$ cat src/jsu_pkg.sv
`default_nettype none
// ----------------------------------------------------------------------------
// jsu_pkg: shared types and constants for the JSON string unescape block
// Result kinds, error codes, decoder modes, the result record and the
// character constants the decoder compares against.
// ----------------------------------------------------------------------------
package jsu_pkg;

   localparam int POSITION_BITS_DEF = 16;
   localparam int REQ_DATA_W        = 8;
   localparam int RSP_DATA_W        = 48;
   localparam int RSP_USER_W        = 2;

   typedef enum logic [1:0] {
      KIND_BYTE  = 2'd0,
      KIND_DONE  = 2'd1,
      KIND_ERROR = 2'd2
   } kind_type;

   typedef enum logic [2:0] {
      ERR_NONE       = 3'd0,
      ERR_QUOTE      = 3'd1,
      ERR_CONTROL    = 3'd2,
      ERR_ESC_CUT    = 3'd3,
      ERR_UNICODE    = 3'd4,
      ERR_BAD_ESC    = 3'd5,
      ERR_UNTERM     = 3'd6
   } err_type;

   typedef enum logic [2:0] {
      MODE_WAIT = 3'd0,
      MODE_TEXT = 3'd1,
      MODE_ESC  = 3'd2,
      MODE_HEX  = 3'd3,
      MODE_IDLE = 3'd4
   } mode_type;

   typedef struct packed {
      logic [15:0] decoded_length;
      logic [15:0] position;
      err_type     error_code;
      kind_type    kind;
      logic [7:0]  out_byte;
   } rsp_rec_type;

   localparam logic [7:0] CHAR_QUOTE  = 8'h22;
   localparam logic [7:0] CHAR_BSL    = 8'h5C;
   localparam logic [7:0] CHAR_SLASH  = 8'h2F;
   localparam logic [7:0] CHAR_B      = 8'h62;
   localparam logic [7:0] CHAR_F      = 8'h66;
   localparam logic [7:0] CHAR_N      = 8'h6E;
   localparam logic [7:0] CHAR_R      = 8'h72;
   localparam logic [7:0] CHAR_T      = 8'h74;
   localparam logic [7:0] CHAR_U      = 8'h75;
   localparam logic [7:0] CHAR_SPACE  = 8'h20;

   localparam logic [15:0] CP_ONE_MAX = 16'h007F;
   localparam logic [15:0] CP_TWO_MAX = 16'h07FF;

endpackage

`default_nettype wire

$ cat src/json_string_unescape_top.sv
`default_nettype none
// ----------------------------------------------------------------------------
// json_string_unescape_top: streaming unescape of one quoted JSON string
// Checks the opening quote, copies plain bytes, decodes the simple escapes
// and \uXXXX escapes (to 1..3 UTF-8 bytes), and reports completion with the
// decoded length or the first error with its byte offset.
// ----------------------------------------------------------------------------
//
//  channel | dir | beat carries
//  --------+-----+---------------------------------------------------------
//  req_    | in  | one raw byte, or the end-of-input marker on tlast
//  rsp_    | out | one decoded byte, a completion or an error; tlast marks
//          |     | the final beat caused by one request beat
//
//  Each request beat sits in an input register, is decoded there and its
//  0..3 result beats are loaded into a three-entry result buffer.
//  Plain bytes flow at one beat per cycle while rsp_tready is high; a \u
//  escape that expands to two or three bytes holds the input register
//  while the single result port drains the buffer.
//  Reset is synchronous, active high, and returns to waiting for a quote.
//  A stall on rsp_tready holds the buffer; req_tready stays high while the
//  input register is empty, so one beat is taken behind a waiting result.
//
module json_string_unescape_top
   import jsu_pkg::*;
#(
   parameter int POSITION_BITS = POSITION_BITS_DEF
) (
   input  wire logic                  clock,
   input  wire logic                  reset,
   input  wire logic                  req_tvalid,
   output      logic                  req_tready,
   input  wire logic [REQ_DATA_W-1:0] req_tdata,   // [7:0] data_byte
   input  wire logic                  req_tlast,   // end_of_input
   output      logic                  rsp_tvalid,
   input  wire logic                  rsp_tready,
   // [7:0] out_byte, [10:8] error_code, [26:11] position,
   // [42:27] decoded_length, [47:43] zero
   output      logic [RSP_DATA_W-1:0] rsp_tdata,
   output      logic [RSP_USER_W-1:0] rsp_tuser,   // [1:0] kind
   output      logic                  rsp_tlast    // last
);

   localparam int                 PB      = POSITION_BITS;
   localparam logic [PB-1:0]      POS_MAX = {PB{1'b1}};

   // saturating increment of a position counter
   function automatic logic [PB-1:0] sat_inc(input logic [PB-1:0] v);
      return (v == POS_MAX) ? POS_MAX : v + 1'b1;
   endfunction

   // saturating add of up to three decoded bytes
   function automatic logic [PB-1:0] sat_add(input logic [PB-1:0] v,
                                             input logic [1:0]    n);
      logic [PB:0] s;
      s = {1'b0, v} + {{(PB-1){1'b0}}, n};
      return s[PB] ? POS_MAX : s[PB-1:0];
   endfunction

   // position or count as seen on the 16-bit result fields
   function automatic logic [15:0] to16(input logic [PB-1:0] v);
      logic [PB+15:0] w;
      w = {16'b0, v};
      return w[15:0];
   endfunction

   function automatic rsp_rec_type byte_rec(input logic [7:0] b);
      rsp_rec_type r;
      r = '0;
      r.kind     = KIND_BYTE;
      r.out_byte = b;
      return r;
   endfunction

   function automatic rsp_rec_type err_rec(input err_type e, input logic [15:0] p);
      rsp_rec_type r;
      r = '0;
      r.kind       = KIND_ERROR;
      r.error_code = e;
      r.position   = p;
      return r;
   endfunction

   // ------------------------------------------------------------------------
   // Input register
   // ------------------------------------------------------------------------
   logic            in_vld_ff;
   logic [7:0]      in_byte_ff;
   logic            in_eoi_ff;

   // decoder state
   mode_type        mode_ff, mode_in;
   logic [1:0]      hex_cnt_ff, hex_cnt_in;
   logic [15:0]     cp_ff, cp_in;
   logic [PB-1:0]   pos_ff, pos_in;
   logic [PB-1:0]   hex_pos_ff, hex_pos_in;
   logic [PB-1:0]   ocnt_ff, ocnt_in;

   // result buffer, entry 0 is on the port
   rsp_rec_type     grp_ff [3];
   logic [1:0]      grp_cnt_ff;

   rsp_rec_type     res [3];
   logic [1:0]      res_n;
   logic [1:0]      nbytes;

   logic            advance;
   logic            rsp_fire;
   logic            req_fire;
   logic            hex_ok;
   logic [3:0]      hex_val;
   logic [15:0]     cp_new;
   logic [PB-1:0]   pos_inc;
   logic [7:0]      c;

   assign c        = in_byte_ff;
   assign pos_inc  = sat_inc(pos_ff);
   assign cp_new   = {cp_ff[11:0], hex_val};

   // take the decoded item once the buffer is empty or gives up its last beat
   assign advance  = in_vld_ff &&
                     ((grp_cnt_ff == 2'd0) || ((grp_cnt_ff == 2'd1) && rsp_tready));
   assign req_tready = !in_vld_ff || advance;
   assign req_fire = req_tvalid && req_tready;
   assign rsp_fire = rsp_tvalid && rsp_tready;

   // hex digit, either case
   always_comb begin
      hex_ok  = 1'b1;
      hex_val = 4'd0;
      if (c >= 8'h30 && c <= 8'h39) begin
         hex_val = c[3:0];
      end else if ((c >= 8'h61 && c <= 8'h66) || (c >= 8'h41 && c <= 8'h46)) begin
         hex_val = c[3:0] + 4'd9;
      end else begin
         hex_ok = 1'b0;
      end
   end

   // ------------------------------------------------------------------------
   // Next mode
   // ------------------------------------------------------------------------
   always_comb begin
      mode_in = mode_ff;
      if (in_eoi_ff) begin
         mode_in = MODE_WAIT;
      end else begin
         unique case (mode_ff)
            MODE_WAIT: begin
               mode_in = (c == CHAR_QUOTE) ? MODE_TEXT : MODE_IDLE;
            end
            MODE_TEXT: begin
               if (c == CHAR_QUOTE || c < CHAR_SPACE) begin
                  mode_in = MODE_IDLE;
               end else if (c == CHAR_BSL) begin
                  mode_in = MODE_ESC;
               end
            end
            MODE_ESC: begin
               unique case (c) inside
                  CHAR_QUOTE, CHAR_BSL, CHAR_SLASH, CHAR_B,
                  CHAR_F, CHAR_N, CHAR_R, CHAR_T: mode_in = MODE_TEXT;
                  CHAR_U:                         mode_in = MODE_HEX;
                  default:                        mode_in = MODE_IDLE;
               endcase
            end
            MODE_HEX: begin
               if (!hex_ok) begin
                  mode_in = MODE_IDLE;
               end else if (hex_cnt_ff == 2'd3) begin
                  mode_in = MODE_TEXT;
               end
            end
            MODE_IDLE: begin
               mode_in = MODE_IDLE;
            end
            default: begin
               mode_in = MODE_IDLE;
            end
         endcase
      end
   end

   // ------------------------------------------------------------------------
   // Results and counters for the item in the input register
   // ------------------------------------------------------------------------
   always_comb begin
      res[0]     = '0;
      res[1]     = '0;
      res[2]     = '0;
      res_n      = 2'd0;
      nbytes     = 2'd0;
      hex_cnt_in = hex_cnt_ff;
      cp_in      = cp_ff;
      pos_in     = pos_inc;
      hex_pos_in = hex_pos_ff;

      if (in_eoi_ff) begin
         // marker: report an open string, then rearm everything
         pos_in     = '0;
         hex_pos_in = '0;
         hex_cnt_in = 2'd0;
         cp_in      = '0;
         res_n      = 2'd1;
         unique case (mode_ff)
            MODE_WAIT: res[0] = err_rec(ERR_QUOTE, to16(pos_ff));
            MODE_TEXT: res[0] = err_rec(ERR_UNTERM, to16(pos_ff));
            MODE_ESC:  res[0] = err_rec(ERR_ESC_CUT, to16(pos_ff));
            MODE_HEX:  res[0] = err_rec(ERR_UNICODE, to16(hex_pos_ff));
            default:   res_n  = 2'd0;
         endcase
      end else begin
         unique case (mode_ff)
            MODE_WAIT: begin
               if (c != CHAR_QUOTE) begin
                  res[0] = err_rec(ERR_QUOTE, to16(pos_ff));
                  res_n  = 2'd1;
               end
            end
            MODE_TEXT: begin
               res_n = 2'd1;
               if (c == CHAR_QUOTE) begin
                  res[0].kind           = KIND_DONE;
                  res[0].decoded_length = to16(ocnt_ff);
               end else if (c < CHAR_SPACE) begin
                  res[0] = err_rec(ERR_CONTROL, to16(pos_inc));
               end else if (c == CHAR_BSL) begin
                  res_n = 2'd0;
               end else begin
                  res[0] = byte_rec(c);
                  nbytes = 2'd1;
               end
            end
            MODE_ESC: begin
               res_n  = 2'd1;
               nbytes = 2'd1;
               unique case (c) inside
                  CHAR_QUOTE, CHAR_BSL, CHAR_SLASH: res[0] = byte_rec(c);
                  CHAR_B: res[0] = byte_rec(8'h08);
                  CHAR_F: res[0] = byte_rec(8'h0C);
                  CHAR_N: res[0] = byte_rec(8'h0A);
                  CHAR_R: res[0] = byte_rec(8'h0D);
                  CHAR_T: res[0] = byte_rec(8'h09);
                  CHAR_U: begin
                     res_n      = 2'd0;
                     nbytes     = 2'd0;
                     hex_cnt_in = 2'd0;
                     cp_in      = '0;
                     hex_pos_in = pos_inc;
                  end
                  default: begin
                     nbytes = 2'd0;
                     res[0] = err_rec(ERR_BAD_ESC, to16(pos_inc));
                  end
               endcase
            end
            MODE_HEX: begin
               if (!hex_ok) begin
                  res[0] = err_rec(ERR_UNICODE, to16(hex_pos_ff));
                  res_n  = 2'd1;
               end else if (hex_cnt_ff != 2'd3) begin
                  cp_in      = cp_new;
                  hex_cnt_in = hex_cnt_ff + 2'd1;
               end else begin
                  // fourth digit: encode the code point as UTF-8
                  cp_in      = '0;
                  hex_cnt_in = 2'd0;
                  if (cp_new <= CP_ONE_MAX) begin
                     res[0] = byte_rec(cp_new[7:0]);
                     res_n  = 2'd1;
                  end else if (cp_new <= CP_TWO_MAX) begin
                     res[0] = byte_rec({3'b110, cp_new[10:6]});
                     res[1] = byte_rec({2'b10, cp_new[5:0]});
                     res_n  = 2'd2;
                  end else begin
                     res[0] = byte_rec({4'b1110, cp_new[15:12]});
                     res[1] = byte_rec({2'b10, cp_new[11:6]});
                     res[2] = byte_rec({2'b10, cp_new[5:0]});
                     res_n  = 2'd3;
                  end
                  nbytes = res_n;
               end
            end
            default: begin
               // after completion or an error: count and drop
            end
         endcase
      end

      ocnt_in = in_eoi_ff ? '0 : sat_add(ocnt_ff, nbytes);
   end

   // ------------------------------------------------------------------------
   // Registers
   // ------------------------------------------------------------------------
   always_ff @(posedge clock) begin
      if (reset) begin
         in_vld_ff <= 1'b0;
      end else if (req_fire) begin
         in_vld_ff <= 1'b1;
      end else if (advance) begin
         in_vld_ff <= 1'b0;
      end
   end

   always_ff @(posedge clock) begin
      if (req_fire) begin
         in_byte_ff <= req_tdata;
         in_eoi_ff  <= req_tlast;
      end
   end

   always_ff @(posedge clock) begin
      if (reset) begin
         mode_ff    <= MODE_WAIT;
         hex_cnt_ff <= 2'd0;
         cp_ff      <= '0;
         pos_ff     <= '0;
         hex_pos_ff <= '0;
         ocnt_ff    <= '0;
      end else if (advance) begin
         mode_ff    <= mode_in;
         hex_cnt_ff <= hex_cnt_in;
         cp_ff      <= cp_in;
         pos_ff     <= pos_in;
         hex_pos_ff <= hex_pos_in;
         ocnt_ff    <= ocnt_in;
      end
   end

   // load a new group, or shift the buffer down one beat per accepted beat
   always_ff @(posedge clock) begin
      if (reset) begin
         grp_cnt_ff <= 2'd0;
      end else if (advance) begin
         grp_cnt_ff <= res_n;
      end else if (rsp_fire) begin
         grp_cnt_ff <= grp_cnt_ff - 2'd1;
      end
   end

   always_ff @(posedge clock) begin
      if (advance) begin
         grp_ff[0] <= res[0];
         grp_ff[1] <= res[1];
         grp_ff[2] <= res[2];
      end else if (rsp_fire) begin
         grp_ff[0] <= grp_ff[1];
         grp_ff[1] <= grp_ff[2];
      end
   end

   // ------------------------------------------------------------------------
   // Result port
   // ------------------------------------------------------------------------
   assign rsp_tvalid = (grp_cnt_ff != 2'd0);
   assign rsp_tlast  = (grp_cnt_ff == 2'd1);
   assign rsp_tuser  = grp_ff[0].kind;
   assign rsp_tdata  = {5'b0, grp_ff[0].decoded_length, grp_ff[0].position,
                        grp_ff[0].error_code, grp_ff[0].out_byte};

endmodule

`default_nettype wire

$ cat config.mk
export PLATFORM = sky130hd
export DESIGN_NAME = json_string_unescape_top
export DESIGN_NICKNAME = d
export VERILOG_FILES = /design/src/jsu_pkg.sv /design/src/json_string_unescape_top.sv
export SDC_FILE = /design/constraint.sdc
export NUM_CORES = 1
export LEC_CHECK = 0
export ABC_AREA = 1
export ABC_CLOCK_PERIOD_IN_PS = 9650
export BUFFER_PORTS_ARGS = -buffer_cell sky130_fd_sc_hd__buf_2
export CELL_PAD_IN_SITES_DETAIL_PLACEMENT = 1
export CELL_PAD_IN_SITES_GLOBAL_PLACEMENT = 2
export CORE_ASPECT_RATIO = 0.5
export CORE_MARGIN = 10
export CORE_UTILIZATION = 38
export DETAILED_ROUTE_END_ITERATION = 10
export GPL_TIMING_DRIVEN = 0
export PLACE_DENSITY_LB_ADDON = 0.1
export SLEW_MARGIN = 20
export SYNTH_ARGS = -nofsm -noshare
export SYNTH_HDL_FRONTEND = slang
export SYNTH_SLANG_ARGS = --single-unit
$ cat constraint.sdc
create_clock -name clock -period 9.65 [get_ports clock]
set_clock_uncertainty 0.05 [all_clocks]
set_input_delay 0 -clock clock [delete_from_list [all_inputs] [get_ports clock]]
set_output_delay 0 -clock clock [all_outputs]
set_load 0.1 [all_outputs]
==> results of run 1 <==
==> cells by family after synthesis <==
family | share of synthesized area [%]
DFF | 42.4
other | 0.0467
xor gates and xnor gates | 1.09
adders and majority gates | 1.81
AOI/OAI and AO/OA | 14.7
and+or+nand+nor | 27.5
buffers and inverters | 12.4
==> synthesized netlist by cell type, types with 3 or more instances <==
cell type / count
o22ai_1: 16
o211ai_1: 3
edfxtp_1: 68
xor2_1: 8
nand2_2: 12
ha_1: 10
inv_1: 103
buf_6: 4
a21oi_2: 11
nand3_2: 6
nor3_1: 14
a211oi_2: 6
buf_2: 15
nand3_1: 52
a22o_1: 5
buf_1: 4
buf_4: 52
nand2_1: 286
inv_2: 8
clkbuf_1: 14
nor2_1: 105
dfxtp_1: 68
a21oi_1: 83
o21ai_1: 8
o21ai_0: 70
nand4_1: 12
nor2_4: 7
==> power groups by stage <==
| stage | Combinational [mW] | Clock [mW] | Sequential, mW |
|---|---|---|---|
| 2_1_floorplan | 1.05 | 0 | 0.832 |
| 3_3_place_gp | 1.28 | 0 | 0.856 |
| 3_5_place_dp | 1.29 | 0 | 0.856 |
| 4_1_cts | 1.30 | 0.699 | 0.845 |
| 5_1_grt | 1.38 | 0.726 | 0.860 |
| 6_report | 1.30 | 0.688 | 0.844 |
==> how the worst min path moves through the flow <==
stage                   endpoint  slack [ns]  cells after the start
global placement            c[3]        0.13                      1
finish              grp_ff[0][9]        0.17                      6
floorplan                   c[0]        0.05                      0
CTS                 grp_ff[0][9]        0.14                      6
global route        grp_ff[0][9]        0.18                      6
detailed placement          c[4]        0.13                      1
==> sequential cells by signal, summed over array words and instances, names as in the netlist <==
name,cells
hex_cnt_ff,2
in_vld_ff,1
hex_pos_ff,16
grp_cnt_ff,2
mode_ff,3
ocnt_ff,16
pos_ff,16
grp_ff,59
in_eoi_ff,1
c,8
cp_ff,12
==> per-layer routing <==
metal / share of wire, % / track usage, % / wire [um] / vias to the layer above
met2: 47 / 34.3 / 12700 / 144
met5: 0 / 0 / 0 / -
li1: - / - / - / 3659
met3: 3.9 / 4.10 / 1050 / 38
met1: 47 / 25.8 / 12800 / 3678
met4: 2.3 / 7.76 / 635 / 0
==> timing repair <==
item,CTS,global route
endpoints found under the setup margin,0,0
endpoints found under the hold margin,12,0
hold buffers,12,0
==> layout make-up <==
type | count | area [um2] | share of cell area (%)
timing repair buffer | 71 | 415 | 4.42
sequential | 136 | 3400 | 36.2
clock buffer | 23 | 478 | 5.09
clock inverter | 9 | 120 | 1.28
buffer | 89 | 578 | 6.15
tap | 273 | 342 | 3.64
inverter | 112 | 423 | 4.50
multi-input combinational | 738 | 3630 | 38.7
==> critical path, stage by stage, from the launching register on <==
cell	delay, ns
edfxtp_1	0.51
inv_1	0.19
ha_1	0.22
inv_1	0.08
nand3_2	0.11
nand3_2	0.21
nand2_2	0.16
nand3_2	0.11
inv_2	0.16
nand2_1	0.09
nand3_1	0.23
nand2_1	0.10
inv_1	0.07
ha_1	0.17
inv_1	0.06
fa_1	0.41
nor2_1	0.13
nand2_1	0.13
inv_1	0.09
nand3_1	0.15
nor2_1	0.17
clkbuf_1	0.35
o21ai_0	0.16
a21oi_1	0.18
==> results_dict.tcl, run 1 <==
set metrics [dict create \
    outcome "finished, final reports clean" \
    cts_setup_buffers 0 \
    place_ws_ns 5.38 \
    place.gp.congestion 0.899 \
    hp-start "rsp_tready" \
    vias 7519 \
    cts_sinks 136 \
    placed_cells 1407 \
    area_growth_pct 17.1 \
    totalWireLength_um 27100 \
    dpl-instance-area_mm2 0.00868 \
    switching_power_mw 1.36 \
    peakVddDrop_v 0.000197 \
    clock_latency_ns 0.45 \
    synth_flop_cell "edfxtp_1" \
    reg2reg_from "c[0]" \
    grt_pass1_vias 7816 \
    drcViolationCount 0 \
    finalHoldViolations 0 \
    cts_max_path_buffers 2 \
    die_w_um 225 \
    port-buffer-count 59 \
    fill_cells 2594 \
    cts_tree "built" \
    fin_area_mm2 0.00939 \
    reg2reg_slack_ns 5.30 \
    synth_area_per_cell_um2 7.49 \
    period_needed_ns 4.35 \
    whs_ns 0.167 \
    p_leak_nw 3.91 \
    ys_warn_count 0 \
    end_kind "flip-flop" \
    clock_power_share_pct 24.3 \
    crit_end "ocnt_ff[9]" \
    criticalPathCategory "reg2reg" \
    antenna_found_initial 0 \
    ys_seq_elements 136 \
    postRouteAntennaNets 0 \
    fin_util_pct 45.5 \
    tritoncts.num_buffers 17 \
    finalMaxSlewViolations 0 \
    final_cell_mix "286 x nand2_1, 105 x nor2_1, 102 x inv_1" \
    cts_resized 0 \
    num_rows 37 \
    ys_seq_area_share_pct 42.4 \
    grt_max_degree 55 \
    internal-power_mw 1.47 \
    initial_core_util_pct 38.8 \
    grt_first_pass_wirelength_um 43400 \
    critPathLaunchType "flip-flop" \
    syn_area_mm2 0.00802 \
    diodes 0 \
    min_path_type "in2reg" \
    clock-root-buffer "clkbuf_16" \
    tns_ns 0 \
    finalNonFillerCells 1451 \
    crit_required_ns 9.97 \
    yosys.area.top_type "edfxtp_1" \
    die_h_um 123 \
    grt_use_total_pct 20.5 \
    final-setup-viol-count 0 \
    yosys.area.top_type_share_pct 25.5 \
    ys_types 44 \
    die-area_mm2 0.0277 \
    crit_start "c[0]" \
    first_iter_violations 494 \
    crit_fanout 10 \
    ios 66 \
    synth_area_leaders "edfxtp_1 25%, dfxtp_1 17%, nand2_1 13%, a21oi_1 5.2%, nor2_1 4.9%" \
    arrival_ns 4.68 \
    grt_remaining_overflow 0 \
    swShare_pct 48.1 \
    synth_edf_count 68 \
    period_share_pct 45.1 \
    reg2reg_depth 23 \
    relSlewSlack_pct 40.4 \
    dp_hpwl_um 19800 \
    combPwrFrac_pct 45.8 \
    r2r_end "ocnt_ff[9]" \
    cap_violations 0 \
    fp.coreArea_mm2 0.0206 \
    drt_pass1_iterations 5 \
    rsz0062_at_grt "no" \
    fin_ws_ns 5.30 \
    postSynth.asyncResetShare_pct 0 \
    power_mw 2.83 \
    htreeDepth 4 \
    layout-drive-gt1-share_pct 18.4 \
    path_clk_slew_ns 0.06 \
    clock.fmax_mhz 230 \
    syn_inst 1071 \
    wire_per_inst_um 18.7 \
    finalNetCount 1189 \
    vias_per_cell 5.18 \
    layout_commonest_cell "nand2_1" \
    pwr-share-seq_pct 29.8 \
    powerDensity_mw_per_mm2 301 \
    tightest_slew_ns 0.894 \
]
No activity file was read; power rests on OpenSTA's default activity.
==> run 2, diff against run 1 <==
--- a/config.mk
+++ b/config.mk
@@ -6,13 +6,13 @@
 export NUM_CORES = 1
 export LEC_CHECK = 0
 export ABC_AREA = 1
-export ABC_CLOCK_PERIOD_IN_PS = 9650
+export ABC_CLOCK_PERIOD_IN_PS = 3700
 export BUFFER_PORTS_ARGS = -buffer_cell sky130_fd_sc_hd__buf_2
 export CELL_PAD_IN_SITES_DETAIL_PLACEMENT = 1
 export CELL_PAD_IN_SITES_GLOBAL_PLACEMENT = 2
 export CORE_ASPECT_RATIO = 0.5
 export CORE_MARGIN = 10
-export CORE_UTILIZATION = 38
+export CORE_UTILIZATION = 32
 export DETAILED_ROUTE_END_ITERATION = 10
 export GPL_TIMING_DRIVEN = 0
 export PLACE_DENSITY_LB_ADDON = 0.1
==> constraint.sdc (replaced) <==
create_clock -name clock -period 3.7 [get_ports clock]
set_clock_uncertainty 0.05 [all_clocks]
set_input_delay 0 -clock clock [delete_from_list [all_inputs] [get_ports clock]]
set_output_delay 0 -clock clock [all_outputs]
set_load 0.1 [all_outputs]
==> results_dict.tcl, run 2 (same netlist as run 1, synthesis figures left out) <==
set metrics [dict create \
    final-setup-viol-count 0 \
    cap_violations 0 \
    cts_tree "built" \
    postRouteAntennaNets 0 \
    layout_commonest_cell "nand2_1" \
    hp-start "rsp_tready" \
    whs_ns 0.149 \
    first_iter_violations 492 \
    grt_remaining_overflow 0 \
    wl_met3_um 1110 \
    p_leak_nw 3.98 \
    port-buffer-count 59 \
    num_rows 40 \
    outcome "finished, final reports clean" \
    finalNonFillerCells 1527 \
    htreeDepth 4 \
    wl_met2_um 13400 \
    peakVddDrop_v 0.000361 \
    die_w_um 244 \
    regArea_mm2 0.00340 \
    cts_max_path_buffers 2 \
    clock_latency_ns 0.45 \
    relSlewSlack_pct 29.5 \
    hold_depth 6 \
    fill_cells 3048 \
    clock-root-buffer "clkbuf_16" \
    reg2reg_depth 23 \
    drcViolationCount 0 \
    min_to "grp_ff[0][9]" \
    dpl-instance-area_mm2 0.00877 \
    tns_ns 0 \
    powerDensity_mw_per_mm2 758 \
    vias 7490 \
    finalHoldViolations 0 \
    r2r_end "ocnt_ff[10]" \
    crit_start "c[0]" \
    largest_reg_flops 59 \
    min_path_type "in2reg" \
    criticalPathCategory "reg2reg" \
    place_ws_ns -0.655 \
    grt_use_total_pct 17.4 \
    initial_core_util_pct 33.0 \
    met1_length_um 13000 \
    wire_per_inst_um 18.2 \
    layout-drive-gt1-share_pct 20.5 \
    cts_sinks 136 \
    area_growth_pct 20.7 \
    diodes 0 \
    die-area_mm2 0.0322 \
    crit_fanout 6 \
    path_clk_slew_ns 0.06 \
    ios 66 \
    fin_area_mm2 0.00968 \
    critPathLaunchType "flip-flop" \
    fin_ws_ns 0.276 \
    finalMaxSlewViolations 0 \
    tightest_slew_ns 1.06 \
    period_needed_ns 3.42 \
    grt_max_degree 37 \
    finalNetCount 1202 \
    place.gp.congestion 0.855 \
    vias_per_cell 4.91 \
    dp_hpwl_um 20300 \
    routed.top_layer "met4" \
    crit_required_ns 3.95 \
    reg2reg_slack_ns 0.28 \
    reg2reg_from "c[0]" \
    multi_input_area_mm2 0.00375 \
    antenna_found_initial 2 \
    tritoncts.num_buffers 17 \
    clock.fmax_mhz 292 \
    grt_pass1_vias 7735 \
    totalWireLength_um 27900 \
    drt_pass1_iterations 5 \
    final_cell_mix "285 x nand2_1, 102 x nor2_1, 97 x inv_1" \
    end_kind "flip-flop" \
    die_h_um 132 \
    grt_first_pass_wirelength_um 43700 \
    regMostFlops "grp_ff" \
    period_share_pct 92.5 \
    placed_cells 1471 \
    arrival_ns 3.68 \
    fp.coreArea_mm2 0.0243 \
]
run 2: final cells by class:
class | count | share of cell area, %
Multi-Input combinational cell | 738 | 38.7
Sequential cell | 136 | 35.2
Buffer | 89 | 6.07
Timing Repair Buffer | 84 | 5.49
Clock buffer | 22 | 4.79
Inverter | 112 | 4.39
Tap cell | 336 | 4.34
Clock inverter | 10 | 1.05
run 2: what timing repair did:
item                                    4_1_cts  5_1_grt
cloned                                        0        0
endpoints found under the hold margin        12        0
endpoints found under the setup margin       16       16
pin swaps                                     1        5
resized for setup                            14       19
hold buffers                                 13        0
setup buffers                                 5        6
run 2: stage by stage:
step                      power [mW]  utilization [%]
after detailed placement        5.64             36.1
after floorplan                 4.90                -
final                           7.34             39.8
after CTS                       7.40             39.3
after global placement          5.59             36.0
after global routing            7.71             39.8
run 2: critical path: stages (launching register included):
cell and delay [ns]:
edfxtp_1 0.42, inv_2 0.14, ha_4 0.16, inv_1 0.08, nand3_4 0.11, nand3_4 0.13, nand2_4 0.12, nand3_4 0.09
inv_4 0.09, nand2_1 0.10, nand3_4 0.14, nand2_1 0.07, inv_1 0.07, ha_1 0.16, inv_1 0.06, fa_2 0.36
nor2_2 0.13, nand2_2 0.10, nor3_1 0.33, nand3_1 0.12, nand2_1 0.08, nand3_1 0.06, nand2_1 0.06, a21oi_1 0.05
run 2: layer usage:
layer  GRT usage, %  vias up
li1               -     3686
met1           22.0     3666
met2           29.3      115
met3           4.11       23
met4           4.25        0
met5              0        -
run 2: worst max-delay path by stage:
stage / slack [ns] / endpoint
2_1_floorplan: 0.46 / ocnt_ff[9]
3_3_place_gp: -0.62 / ocnt_ff[9]
3_5_place_dp: -0.65 / ocnt_ff[9]
5_1_grt: -0.01 / ocnt_ff[3]
4_1_cts: 0.01 / ocnt_ff[9]
6_report: 0.28 / ocnt_ff[10]
run 2: power breakdown:
| part | switching, mW | internal, mW | leakage, nW |
|---|---|---|---|
| Clock | 0.691 | 1.02 | 0.272 |
| Sequential | 0.173 | 2.01 | 1.22 |
| Combinational | 2.70 | 0.745 | 2.49 |
